--- config.mk ---
export PLATFORM = sky130hd
export DESIGN_NAME = ultrasonic_echo_ranger_flat
export DESIGN_NICKNAME = d
export VERILOG_FILES = /design/src/sv/uer_pkg.sv /design/src/sv/uer_channels.sv /design/src/sv/uer_core.sv /design/src/sv/ultrasonic_echo_ranger.sv /design/src/flat_wrapper.sv
export SDC_FILE = /design/constraint.sdc
export NUM_CORES = 1
export LEC_CHECK = 0
export BUFFER_PORTS_ARGS = -buffer_cell sky130_fd_sc_hd__buf_2
export CAP_MARGIN = 30
export CORE_MARGIN = 4
export CORE_UTILIZATION = 50
export DETAILED_ROUTE_END_ITERATION = 10
export PLACE_DENSITY = 0.7
export SYNTH_ARGS = -nofsm -noshare
export SYNTH_HDL_FRONTEND = slang
export SYNTH_SLANG_ARGS = --single-unit
--- constraint.sdc ---
create_clock -name clk -period 6.01 [get_ports clk]
set_input_delay 0.9015 -clock clk [delete_from_list [all_inputs] [get_ports clk]]
set_output_delay 0.9015 -clock clk [all_outputs]
set_load 0.05 [all_outputs]
--- src/sv/uer_pkg.sv ---
package uer_pkg;

    // Divisor from echo time in microseconds to distance in centimeters
    localparam int unsigned CM_DIVISOR_DEF = 58;

    localparam int unsigned TRIG_LEN_W   = 8;
    localparam int unsigned TIME_W       = 16;
    localparam int unsigned DIST_W       = 11;
    localparam int unsigned CFG_INDEX_W  = 2;
    localparam int unsigned CFG_DATA_W   = 16;

    // Register map
    localparam logic [CFG_INDEX_W-1:0] REG_TRIGGER_LENGTH = 2'd0;
    localparam logic [CFG_INDEX_W-1:0] REG_ECHO_TIMEOUT   = 2'd1;
    localparam logic [CFG_INDEX_W-1:0] REG_MAX_ECHO       = 2'd2;

    localparam logic [TRIG_LEN_W-1:0] TRIGGER_LENGTH_RST = 8'd10;
    localparam logic [TIME_W-1:0]     ECHO_TIMEOUT_RST   = 16'd1000;
    localparam logic [TIME_W-1:0]     MAX_ECHO_RST       = 16'd38000;

    typedef enum logic [2:0] {
        PH_IDLE      = 3'd0,
        PH_TRIG      = 3'd1,
        PH_WAIT_LOW  = 3'd2,
        PH_WAIT_HIGH = 3'd3,
        PH_MEASURE   = 3'd4
    } phase_t;

    typedef struct packed {
        logic [TRIG_LEN_W-1:0] trigger_length_us;
        logic [TIME_W-1:0]     echo_timeout_us;
        logic [TIME_W-1:0]     max_echo_us;
    } cfg_t;

    typedef struct packed {
        logic              trigger_level;
        logic              busy_res;
        logic              result_valid;
        logic              timed_out;
        logic              saturated;
        logic [TIME_W-1:0] width_us;
        logic [DIST_W-1:0] distance_cm;
    } result_t;

endpackage

--- src/sv/uer_channels.sv ---
interface uer_item_if;
    logic valid;
    logic ready;
    logic start_req;
    logic echo_level;

    modport source (output valid, output start_req, output echo_level, input ready);
    modport sink   (input valid, input start_req, input echo_level, output ready);
endinterface

interface uer_result_if;
    logic                         valid;
    logic                         ready;
    logic                         trigger_level;
    logic                         busy_res;
    logic                         result_valid;
    logic                         timed_out;
    logic                         saturated;
    logic [uer_pkg::TIME_W-1:0]   width_us;
    logic [uer_pkg::DIST_W-1:0]   distance_cm;

    modport source (
        output valid, output trigger_level, output busy_res, output result_valid,
        output timed_out, output saturated, output width_us, output distance_cm,
        input ready
    );
    modport sink (
        input valid, input trigger_level, input busy_res, input result_valid,
        input timed_out, input saturated, input width_us, input distance_cm,
        output ready
    );
endinterface

interface uer_cfg_if;
    logic                              valid;
    logic                              ready;
    logic [uer_pkg::CFG_INDEX_W-1:0]   index;
    logic [uer_pkg::CFG_DATA_W-1:0]    data;

    modport source (output valid, output index, output data, input ready);
    modport sink   (input valid, input index, input data, output ready);
endinterface

--- src/sv/uer_core.sv ---
module uer_core #(
    parameter int unsigned CM_DIVISOR = uer_pkg::CM_DIVISOR_DEF
) (
    input  logic             clk,
    input  logic             rst_n,
    input  logic             fire,
    input  logic             start_req,
    input  logic             echo_level,
    input  uer_pkg::cfg_t    cfg,
    output uer_pkg::result_t res
);

    // Remainder counter tracks width modulo the divisor so distance needs no divider
    localparam int unsigned RemW  = (CM_DIVISOR > 1) ? $clog2(CM_DIVISOR) : 1;
    localparam int unsigned RemWp = RemW + 1;
    localparam logic [RemW:0] DivVal = RemWp'(CM_DIVISOR);
    localparam logic [uer_pkg::DIST_W-1:0] CmFirst =
        (CM_DIVISOR == 1) ? uer_pkg::DIST_W'(1) : '0;
    localparam logic [RemW-1:0] RemFirst = (CM_DIVISOR == 1) ? '0 : RemW'(1);

    uer_pkg::phase_t phase_reg, phase_next;
    logic [uer_pkg::TRIG_LEN_W-1:0] trigger_count_reg, trigger_count_next;
    logic [uer_pkg::TIME_W-1:0]     wait_count_reg, wait_count_next;
    logic [uer_pkg::TIME_W-1:0]     width_count_reg, width_count_next;
    logic [uer_pkg::DIST_W-1:0]     cm_count_reg, cm_count_next;
    logic [RemW-1:0]                rem_count_reg, rem_count_next;

    logic [uer_pkg::TRIG_LEN_W-1:0] tlen, trig_inc;
    logic [uer_pkg::TIME_W-1:0]     wmax, wait_inc, width_inc;
    logic [RemW:0]                  rem_plus;
    logic                           rem_wrap;
    logic [uer_pkg::DIST_W-1:0]     cm_step;
    logic [RemW-1:0]                rem_step;

    logic in_trig, in_wlow, in_whigh, in_meas, idle_like;
    logic go, go_short, trig_done;
    logic low_hold, high_hold, rise, wait_expired, tmo;
    logic rise_sat, meas_hold, meas_sat, meas_end, finish;

    // zero length / zero max act as one
    assign tlen = (cfg.trigger_length_us == '0) ? uer_pkg::TRIG_LEN_W'(1)
                                                : cfg.trigger_length_us;
    assign wmax = (cfg.max_echo_us == '0) ? uer_pkg::TIME_W'(1) : cfg.max_echo_us;

    assign trig_inc  = trigger_count_reg + 1'b1;
    assign wait_inc  = wait_count_reg + 1'b1;
    assign width_inc = width_count_reg + 1'b1;

    assign rem_plus = {1'b0, rem_count_reg} + 1'b1;
    assign rem_wrap = (rem_plus == DivVal);
    assign cm_step  = rem_wrap ? cm_count_reg + 1'b1 : cm_count_reg;
    assign rem_step = rem_wrap ? '0 : rem_plus[RemW-1:0];

    assign in_trig   = (phase_reg == uer_pkg::PH_TRIG);
    assign in_wlow   = (phase_reg == uer_pkg::PH_WAIT_LOW);
    assign in_whigh  = (phase_reg == uer_pkg::PH_WAIT_HIGH);
    assign in_meas   = (phase_reg == uer_pkg::PH_MEASURE);
    assign idle_like = !(in_trig || in_wlow || in_whigh || in_meas);

    assign go           = idle_like && start_req;
    assign go_short     = go && (tlen == uer_pkg::TRIG_LEN_W'(1));
    assign trig_done    = in_trig && (trig_inc >= tlen);
    assign low_hold     = in_wlow && echo_level;
    assign high_hold    = in_whigh && !echo_level;
    assign rise         = in_whigh && echo_level;
    assign wait_expired = (wait_count_reg >= cfg.echo_timeout_us);
    assign tmo          = (low_hold || high_hold) && wait_expired;
    assign rise_sat     = rise && (wmax == uer_pkg::TIME_W'(1));
    assign meas_hold    = in_meas && echo_level;
    assign meas_sat     = meas_hold && (width_inc >= wmax);
    assign meas_end     = in_meas && !echo_level;
    assign finish       = tmo || rise_sat || meas_sat || meas_end;

    // next phase
    always_comb
    begin
        phase_next = phase_reg;
        if (fire)
        begin
            case (phase_reg)
                uer_pkg::PH_TRIG:
                begin
                    if (trig_done)
                    begin
                        phase_next = uer_pkg::PH_WAIT_LOW;
                    end
                end
                uer_pkg::PH_WAIT_LOW:
                begin
                    if (tmo)
                    begin
                        phase_next = uer_pkg::PH_IDLE;
                    end
                    else if (!echo_level)
                    begin
                        phase_next = uer_pkg::PH_WAIT_HIGH;
                    end
                end
                uer_pkg::PH_WAIT_HIGH:
                begin
                    if (tmo || rise_sat)
                    begin
                        phase_next = uer_pkg::PH_IDLE;
                    end
                    else if (rise)
                    begin
                        phase_next = uer_pkg::PH_MEASURE;
                    end
                end
                uer_pkg::PH_MEASURE:
                begin
                    if (meas_sat || meas_end)
                    begin
                        phase_next = uer_pkg::PH_IDLE;
                    end
                end
                default:
                begin
                    if (go_short)
                    begin
                        phase_next = uer_pkg::PH_WAIT_LOW;
                    end
                    else if (go)
                    begin
                        phase_next = uer_pkg::PH_TRIG;
                    end
                    else
                    begin
                        phase_next = uer_pkg::PH_IDLE;
                    end
                end
            endcase
        end
    end

    // counters
    always_comb
    begin
        trigger_count_next = trigger_count_reg;
        wait_count_next    = wait_count_reg;
        width_count_next   = width_count_reg;
        cm_count_next      = cm_count_reg;
        rem_count_next     = rem_count_reg;
        if (fire)
        begin
            if (go)
            begin
                trigger_count_next = uer_pkg::TRIG_LEN_W'(1);
            end
            else if (in_trig)
            begin
                trigger_count_next = trig_inc;
            end

            if (go_short || trig_done)
            begin
                wait_count_next = '0;
            end
            else if ((low_hold || high_hold) && !wait_expired)
            begin
                wait_count_next = wait_inc;
            end

            if (rise)
            begin
                width_count_next = uer_pkg::TIME_W'(1);
                cm_count_next    = CmFirst;
                rem_count_next   = RemFirst;
            end
            else if (meas_hold)
            begin
                width_count_next = width_inc;
                cm_count_next    = cm_step;
                rem_count_next   = rem_step;
            end
        end
    end

    // result for this tick
    always_comb
    begin
        res               = '0;
        res.trigger_level = go || in_trig;
        res.busy_res      = (go || !idle_like) && !finish;
        res.result_valid  = finish;
        res.timed_out     = tmo;
        res.saturated     = rise_sat || meas_sat;
        if (rise_sat)
        begin
            res.width_us    = uer_pkg::TIME_W'(1);
            res.distance_cm = CmFirst;
        end
        else if (meas_sat)
        begin
            res.width_us    = width_inc;
            res.distance_cm = cm_step;
        end
        else if (meas_end)
        begin
            res.width_us    = width_count_reg;
            res.distance_cm = cm_count_reg;
        end
    end

    always_ff @(posedge clk or negedge rst_n)
    begin
        if (!rst_n)
        begin
            phase_reg         <= uer_pkg::PH_IDLE;
            trigger_count_reg <= '0;
            wait_count_reg    <= '0;
            width_count_reg   <= '0;
            cm_count_reg      <= '0;
            rem_count_reg     <= '0;
        end
        else
        begin
            phase_reg         <= phase_next;
            trigger_count_reg <= trigger_count_next;
            wait_count_reg    <= wait_count_next;
            width_count_reg   <= width_count_next;
            cm_count_reg      <= cm_count_next;
            rem_count_reg     <= rem_count_next;
        end
    end

    a_rem_bound: assert property (@(posedge clk) disable iff (!rst_n)
        {1'b0, rem_count_reg} < DivVal)
        else $error("remainder counter out of range");

    a_meas_width: assert property (@(posedge clk) disable iff (!rst_n)
        in_meas |-> (width_count_reg != '0))
        else $error("measuring with zero width");

    a_one_finish: assert property (@(posedge clk) disable iff (!rst_n)
        $onehot0({tmo, rise_sat, meas_sat, meas_end}))
        else $error("more than one finish cause");

    a_width_cm: assert property (@(posedge clk) disable iff (!rst_n)
        (fire && rise) |=> (width_count_reg == uer_pkg::TIME_W'(1)))
        else $error("width not started at one");

endmodule

--- src/sv/ultrasonic_echo_ranger.sv ---
// Ultrasonic echo ranger. Each request on the item channel is one microsecond
// tick carrying a start request and the sampled echo pin level, and each one
// yields exactly one result request: the trigger pin level for that tick,
// busy, and on the finishing tick the echo width in microseconds and the
// distance in centimeters (width / CM_DIVISOR, truncated), with timed_out or
// saturated flags. A start while idle drives the trigger for
// trigger_length_us ticks, then the block waits for an earlier echo to drop
// and for the new echo to rise, both waits sharing echo_timeout_us; the echo
// high time is then counted up to max_echo_us. One tick is accepted every
// clock cycle while item.ready is high; its result is registered in the
// output or skid register; the phase update is one registered controller step.
// A two-entry output stage (output register plus skid register) lets the
// block take a tick while a result is still waiting; item.ready drops only
// when both entries are full. Configuration writes are always accepted and
// must be issued while the block is idle. No clearing pass after reset.
module ultrasonic_echo_ranger #(
    parameter int unsigned CM_DIVISOR = uer_pkg::CM_DIVISOR_DEF
) (
    input  logic          clk,
    input  logic          rst_n,
    uer_item_if.sink      item,
    uer_result_if.source  result,
    uer_cfg_if.sink       cfg
);

    // Configuration registers
    uer_pkg::cfg_t cfg_reg, cfg_next;

    // Output stage: main register plus skid entry
    uer_pkg::result_t out_data_reg, out_data_next;
    uer_pkg::result_t skid_data_reg, skid_data_next;
    logic             out_valid_reg, out_valid_next;
    logic             skid_valid_reg, skid_valid_next;

    uer_pkg::result_t tick_res;
    logic             item_fire;
    logic             out_pop;

    // A tick is taken unless the skid entry is occupied
    assign item.ready = !skid_valid_reg;
    assign item_fire  = item.valid && item.ready;
    assign out_pop    = out_valid_reg && result.ready;

    // Register writes never stall
    assign cfg.ready = 1'b1;

    always_comb
    begin
        cfg_next = cfg_reg;
        if (cfg.valid)
        begin
            case (cfg.index)
                uer_pkg::REG_TRIGGER_LENGTH:
                    cfg_next.trigger_length_us = cfg.data[uer_pkg::TRIG_LEN_W-1:0];
                uer_pkg::REG_ECHO_TIMEOUT:
                    cfg_next.echo_timeout_us = cfg.data[uer_pkg::TIME_W-1:0];
                uer_pkg::REG_MAX_ECHO:
                    cfg_next.max_echo_us = cfg.data[uer_pkg::TIME_W-1:0];
                default:
                    cfg_next = cfg_reg;
            endcase
        end
    end

    // Controller and counters: one tick per accepted request
    uer_core #(
        .CM_DIVISOR (CM_DIVISOR)
    ) u_core (
        .clk        (clk),
        .rst_n      (rst_n),
        .fire       (item_fire),
        .start_req  (item.start_req),
        .echo_level (item.echo_level),
        .cfg        (cfg_reg),
        .res        (tick_res)
    );

    // Output stage steering. When the main register frees up, the skid entry
    // (if any) moves forward; otherwise the new result lands directly. When
    // the main register is held, a new result parks in the skid entry.
    always_comb
    begin
        out_valid_next  = out_valid_reg;
        out_data_next   = out_data_reg;
        skid_valid_next = skid_valid_reg;
        skid_data_next  = skid_data_reg;
        if (!out_valid_reg || out_pop)
        begin
            if (skid_valid_reg)
            begin
                out_valid_next  = 1'b1;
                out_data_next   = skid_data_reg;
                skid_valid_next = 1'b0;
            end
            else
            begin
                out_valid_next = item_fire;
                out_data_next  = tick_res;
            end
        end
        else if (item_fire)
        begin
            skid_valid_next = 1'b1;
            skid_data_next  = tick_res;
        end
    end

    always_ff @(posedge clk or negedge rst_n)
    begin
        if (!rst_n)
        begin
            cfg_reg.trigger_length_us <= uer_pkg::TRIGGER_LENGTH_RST;
            cfg_reg.echo_timeout_us   <= uer_pkg::ECHO_TIMEOUT_RST;
            cfg_reg.max_echo_us       <= uer_pkg::MAX_ECHO_RST;
            out_valid_reg             <= 1'b0;
            skid_valid_reg            <= 1'b0;
        end
        else
        begin
            cfg_reg        <= cfg_next;
            out_valid_reg  <= out_valid_next;
            skid_valid_reg <= skid_valid_next;
        end
    end

    // Payload registers carry no reset
    always_ff @(posedge clk)
    begin
        out_data_reg  <= out_data_next;
        skid_data_reg <= skid_data_next;
    end

    assign result.valid         = out_valid_reg;
    assign result.trigger_level = out_data_reg.trigger_level;
    assign result.busy_res      = out_data_reg.busy_res;
    assign result.result_valid  = out_data_reg.result_valid;
    assign result.timed_out     = out_data_reg.timed_out;
    assign result.saturated     = out_data_reg.saturated;
    assign result.width_us      = out_data_reg.width_us;
    assign result.distance_cm   = out_data_reg.distance_cm;

    a_skid_behind_out: assert property (@(posedge clk) disable iff (!rst_n)
        skid_valid_reg |-> out_valid_reg)
        else $error("skid entry occupied with empty output register");

    a_fire_lands: assert property (@(posedge clk) disable iff (!rst_n)
        (item_fire && !out_valid_reg) |=> out_valid_reg)
        else $error("accepted tick produced no result");

    a_no_overflow: assert property (@(posedge clk) disable iff (!rst_n)
        (skid_valid_reg && !out_pop) |=> skid_valid_reg)
        else $error("skid entry lost");

endmodule
--- src/flat_wrapper.sv ---
// flat-port wrapper written by rule: the top's interface ports become plain ports
module ultrasonic_echo_ranger_flat 
#(
    parameter int unsigned CM_DIVISOR = uer_pkg::CM_DIVISOR_DEF
)
  (clk, rst_n, item_valid, item_start_req, item_echo_level, item_ready, result_valid, result_trigger_level, result_busy_res, result_result_valid, result_timed_out, result_saturated, result_width_us, result_distance_cm, result_ready, cfg_valid, cfg_index, cfg_data, cfg_ready);
  uer_item_if item_i ();
  uer_result_if result_i ();
  uer_cfg_if cfg_i ();
  input  logic clk;
  input  logic rst_n;
  input wire logic [$bits(item_i.valid)-1:0] item_valid;
  input wire logic [$bits(item_i.start_req)-1:0] item_start_req;
  input wire logic [$bits(item_i.echo_level)-1:0] item_echo_level;
  output wire logic [$bits(item_i.ready)-1:0] item_ready;
  output wire logic [$bits(result_i.valid)-1:0] result_valid;
  output wire logic [$bits(result_i.trigger_level)-1:0] result_trigger_level;
  output wire logic [$bits(result_i.busy_res)-1:0] result_busy_res;
  output wire logic [$bits(result_i.result_valid)-1:0] result_result_valid;
  output wire logic [$bits(result_i.timed_out)-1:0] result_timed_out;
  output wire logic [$bits(result_i.saturated)-1:0] result_saturated;
  output wire logic [$bits(result_i.width_us)-1:0] result_width_us;
  output wire logic [$bits(result_i.distance_cm)-1:0] result_distance_cm;
  input wire logic [$bits(result_i.ready)-1:0] result_ready;
  input wire logic [$bits(cfg_i.valid)-1:0] cfg_valid;
  input wire logic [$bits(cfg_i.index)-1:0] cfg_index;
  input wire logic [$bits(cfg_i.data)-1:0] cfg_data;
  output wire logic [$bits(cfg_i.ready)-1:0] cfg_ready;
  assign item_i.valid = item_valid;
  assign item_i.start_req = item_start_req;
  assign item_i.echo_level = item_echo_level;
  assign item_ready = item_i.ready;
  assign result_valid = result_i.valid;
  assign result_trigger_level = result_i.trigger_level;
  assign result_busy_res = result_i.busy_res;
  assign result_result_valid = result_i.result_valid;
  assign result_timed_out = result_i.timed_out;
  assign result_saturated = result_i.saturated;
  assign result_width_us = result_i.width_us;
  assign result_distance_cm = result_i.distance_cm;
  assign result_i.ready = result_ready;
  assign cfg_i.valid = cfg_valid;
  assign cfg_i.index = cfg_index;
  assign cfg_i.data = cfg_data;
  assign cfg_ready = cfg_i.ready;
  ultrasonic_echo_ranger #(.CM_DIVISOR(CM_DIVISOR)) u_core (.clk(clk), .rst_n(rst_n), .item(item_i), .result(result_i), .cfg(cfg_i));
endmodule
== Yosys cells after proc, flatten, opt, wreduce, memory -nomap -nowiden ==
Index checks and enable logic that the tools add are counted.

* Mux-type cells: 30
* Reduce and logical (&&, ||, !) cells: 49
* Bitwise operators: 1
* $add $sub $neg: 5
* Order comparisons: 3
* Eq/ne operators: 13

{| class="wikitable"
|+ Operators by type and width
! operator !! number
|-
| $mux W27 || 3
|-
| $mux W16 || 5
|-
| $mux W11 || 3
|-
| $add A16 B1 Y16 const B || 2
|-
| $ge A16 B16 Y1 || 2
|-
| $mux W32 || 1
|-
| $mux W8 || 3
|-
| $mux W3 || 6
|-
| $mux W6 || 3
|-
| $eq A16 B1 Y1 const B || 1
|-
| $logic_not A16 Y1 || 1
|-
| $logic_and A1 B1 Y1 || 15
|-
| $reduce_and A2 Y1 || 7
|-
| $logic_or A1 B1 Y1 || 13
|-
| $pmux W3 S4 || 1
|-
| $add A11 B1 Y11 const B || 1
|-
| $add A8 B1 Y8 const B || 1
|-
| $eq A8 B1 Y1 const B || 1
|-
| $ge A8 B8 Y1 || 1
|-
| $logic_not A8 Y1 || 1
|-
| $reduce_bool A2 Y1 || 4
|-
| $add A6 B1 Y7 const B || 1
|-
| $eq A7 B6 Y1 const B || 1
|-
| $eq A3 B2 Y1 const B || 2
|-
| other kinds (13) || 22
|}

* Bits of input ports: 25
* Logic and storage cells: 126
* Output and inout bits: 35
* Bits in registers: 166

== Logic depth before layout (Yosys ltp) ==
* Word-level depth: 10
* Depth in mapped cells: 16
* Gate-level depth less buffers: 12

== Modules after synthesis ==
Synthesis repeated with hierarchy kept, for this count alone.

* Cell total of the unflattened synthesis: 875
* Area total of the unflattened synthesis: 9257.6 sq um

{| class="wikitable"
|+ By module, submodules not included
! module !! seq. area each (sq um) !! cells an instance !! area an instance (sq um) !! instances
|-
| uer_core || 1501.4 || 679 || 5317.6 || 1
|-
| ultrasonic_echo_ranger || 2990.4 || 196 || 3940.0 || 1
|}

== Worst setup path after synthesis ==
No wires, ideal clock.

* Path type: input-to-reg
* Start: input port result_ready
* End: register u_core.skid_data_reg[0] (netlist bit), enable pin
* Path slack: 2.370 ns
* Stages: 2
* Required time: 5.589 ns
* Arrival: 3.219 ns
* Library setup time: 0.421 ns
* Path buffers: 0
* Path through: nand2b_1 > nor2_1

* Cells in the longest elaborated chain, start to end: 4

{| class="wikitable"
|+ RTL lines
! item !! line !! source
|-
| start: declaration || flat_wrapper.sv:24 || <nowiki>input wire logic [$bits(result_i.ready)-1:0] result_ready;</nowiki>
|-
| $logic_and A1 B1 Y1 || ultrasonic_echo_ranger.sv:42 || <nowiki>assign out_pop = out_valid_reg && result.ready;</nowiki>
|-
| $logic_or A1 B1 Y1 || ultrasonic_echo_ranger.sv:87 || <nowiki>if (!out_valid_reg || out_pop)</nowiki>
|-
| $not A1 Y1 (no line) || - ||
|-
| $reduce_and A2 Y1 (no line) || - ||
|-
| end signal: assignment || ultrasonic_echo_ranger.sv:130 || <nowiki>skid_data_reg <= skid_data_next;</nowiki>
|-
| end: declaration || ultrasonic_echo_ranger.sv:31 || <nowiki>uer_pkg::result_t skid_data_reg, skid_data_next;</nowiki>
|}

No other way between the ends.
A chain may end at the register's enable or synchronous reset.

==> impl_metrics.env <==
export IMPL_final_cell_mix="nand2_1 (105), dfrtp_1 (88), o21ai_0 (70), edfxtp_1 (64), buf_2 (57)"
export IMPL_dr_pass1_iters=5
export IMPL_diodes=0
export IMPL_endpoint_kind="flop"
export IMPL_root_buffer="clkbuf_16"
export IMPL_place_port_buffers=58
export IMPL_drt_total_wl_mm=21.9
export IMPL_synth_top_cell_area_share_pct=23.9
export IMPL_fillers=1599
export IMPL_fmax_ghz=0.230
export IMPL_tightest_slew_ns=0.941
export IMPL_start_util_pct=51.2
export IMPL_p_leak_nw=4.40
export IMPL_gp_congestion=0.938
export IMPL_cts_buffers_inserted=17
export IMPL_routedWlPerCell_um=18.2
export IMPL_design_area_mm2=0.0103
export IMPL_ant_nets=0
export IMPL_power_frac_comb_pct=24.7
export IMPL_p_sw_share_pct=33.8
export IMPL_yosys_area_top_type="dfrtp_1"
export IMPL_r2r_slack_ns=1.67
export IMPL_rsz0062_at_grt="no"
export IMPL_fin_tns_setup_ns=0
export IMPL_cts_resized_gates=0
export IMPL_antenna_found_initial=0
export IMPL_setup_viol_count_final=0
export IMPL_synth_seq_cells=166
export IMPL_maxSlewViolCount=0
export IMPL_critPathLaunchType="flop"
export IMPL_synth_area_leaders="dfrtp_1 (24%), edfxtp_1 (21%), ha_1 (6.2%), mux2_2 (5.6%), nand2_1 (4.3%)"
export IMPL_die_x_um=144
export IMPL_synth_main_ff_cell="dfrtp_1"
export IMPL_async_flop_share_pct=61.4
export IMPL_synth_edf_count=64
export IMPL_dpl_instance_area_mm2=0.00971
export IMPL_p_sw_mw=1.17
export IMPL_hpwl_mm=15.4
export IMPL_avgViaCountPerCell=5.90
export IMPL_first_global_vias=6861
export IMPL_nets=1030
export IMPL_cts_buffer_depth=2
export IMPL_drc=0
export IMPL_clock_latency_ns=0.44
export IMPL_p_clk_share_pct=32.0
export IMPL_gr_usage_all_layers_pct=22.0
export IMPL_grt_start_max_net_pins=58
export IMPL_cellPowerDensity_mw_per_mm2=336
export IMPL_via_count=7091
export IMPL_largest_reg_flops=40
export IMPL_avgSynthCellArea_um2=10.1
export IMPL_dp_cells=1169
export IMPL_dieArea_mm2=0.0207
export IMPL_yosys_warnings=0
export IMPL_cp_arrival_ns=4.53
export IMPL_seqPwrFrac_pct=43.3
export IMPL_final_common_cell="nand2_1"
export IMPL_fin_crit_ns=4.34
export IMPL_hold_viol=0
export IMPL_worst_path_max_fanout=12
export IMPL_synthDistinctLibCells=71
export IMPL_status="completed"
export IMPL_syn_nets=988
export IMPL_tritoncts="yes"
export IMPL_synthCells=917
export IMPL_grt_pass1_wl_mm=35.8
export IMPL_core_area_mm2=0.0180
export IMPL_critPathRequiredTime_ns=6.20
export IMPL_drtIter0Drc=795
export IMPL_die_h_um=144
export IMPL_crit_type="reg -> reg"
export IMPL_syn_to_final_growth_pct=11.8
export IMPL_p_int_mw=2.29
export IMPL_drive_gt1_share_pct=18.3
export IMPL_finalNonFillerCells=1201
export IMPL_clk_pin_slew_worst_paths_ns=0.07
export IMPL_synth_seq_area_share_pct=48.7
export IMPL_grt_overflow=0
export IMPL_max_vdd_ir_drop_mv=0.206
export IMPL_final_setup_skew_ns=0.0114
export IMPL_utilization_pct=57.2
export IMPL_cts_setup_buffers=0
export IMPL_cts_sinks=166
export IMPL_postCtsHoldBufs=0
export IMPL_htreeDepth=4
export IMPL_maxCapViolCount=0
export IMPL_synth_area_mm2=0.00922
export IMPL_row_count=49
export IMPL_io_pin_count=60
export IMPL_slew_headroom_pct=37.0
export IMPL_hold_ws_ns=0.506
export IMPL_finalCritPeriodShare_pct=72.3
export IMPL_min_path_type="reg -> reg"
## cells by family after synthesis
| family | after synthesis | share of synthesized area, % |
|---|---|---|
| AND/OR/NAND/NOR | 309 | 16.6 |
| AO/OA/AOI/OAI | 208 | 14.8 |
| flip-flops | 166 | 48.7 |
| buffers and inverters | 104 | 4.33 |
| multiplexers | 51 | 6.22 |
| adder cells (fa/ha/maj) | 46 | 6.24 |
| XOR/XNOR | 32 | 3.04 |
| other | 1 | 0.0407 |
## Yosys cell counts (7+ instances only)
master / n
nand2b_1: 9
and2_1: 7
o21ai_0: 70
mux2_2: 46
or3_1: 7
nand2_1: 105
a22o_1: 9
a32oi_1: 7
xor2_1: 13
inv_1: 54
nand3_1: 35
a21oi_1: 40
dfrtp_1: 88
xnor2_1: 19
o31ai_1: 14
edfxtp_1: 64
nor2b_1: 11
clkbuf_1: 41
nand4_1: 20
nor3_1: 18
ha_1: 46
dfstp_2: 14
and3_1: 19
nor2_1: 47
a21o_1: 7
## layer usage
metal	routed length (um)	vias up	global-route usage, %	share of wire (%)
met5	0	-	0	0
met4	190	0	5.20	0.87
met3	1560	18	4.73	7.1
met2	10100	232	34.1	46
met1	10000	3420	31.8	46
li1	-	3421	-	-
## worst max-delay path, cell delays in order, from the launching register on
cell and delay [ns]:
dfrtp_1 0.47, and3_1 0.26, and4_1 0.25, and3_1 0.22
nor2b_1 0.16, or2_2 0.30, ha_1 0.29, nand4_1 0.10
nor3_1 0.08, a221oi_2 0.71, a21oi_1 0.35, or4_4 0.63
mux2_4 0.27
## metrics by stage
step	setup slack (ns)	power (mW)
3_5_place_dp	1.74	2.37
4_1_cts	1.71	3.49
5_1_grt	1.40	3.67
3_3_place_gp	1.81	2.35
2_1_floorplan	2.37	2.13
6_report	1.67	3.46
## final timing paths
| kind | from | end | depth (start not counted) |
|---|---|---|---|
| setup / recovery | u_core.u_core.width_count_reg[2] | u_core.result.result_valid | 12 |
| hold / removal | u_core.cfg_reg[20] | u_core.cfg_reg[20] | 1 |
| setup reg to reg | u_core.u_core.width_count_reg[2] | u_core.result.result_valid | 12 |
| hold reg to reg | u_core.cfg_reg[20] | u_core.cfg_reg[20] | 1 |
| max in group asynchronous | rst_n | u_core.u_core.cm_count_reg[2] | 2 |
| min in group asynchronous | rst_n | u_core.u_core.wait_count_reg[2] | 1 |
## power by group through the flow
stage	logic, mW	registers, mW	clock network [mW]
5_1_grt	0.961	1.52	1.18
3_5_place_dp	0.852	1.52	0
2_1_floorplan	0.567	1.56	0
6_report	0.853	1.50	1.11
4_1_cts	0.859	1.50	1.13
3_3_place_gp	0.838	1.51	0
## final cells by class
type / instances / area (um^2) / share of cell area [%]
Clock inverter: 14 / 163 / 1.58
Clock buffer: 18 / 429 / 4.16
Multi-Input combinational cell: 647 / 4330 / 42.1
Inverter: 56 / 210 / 2.04
Tap cell: 229 / 287 / 2.78
Timing Repair Buffer: 71 / 390 / 3.79
Sequential cell: 166 / 4490 / 43.6
Note: power is estimated with default switching activity, not from simulation.
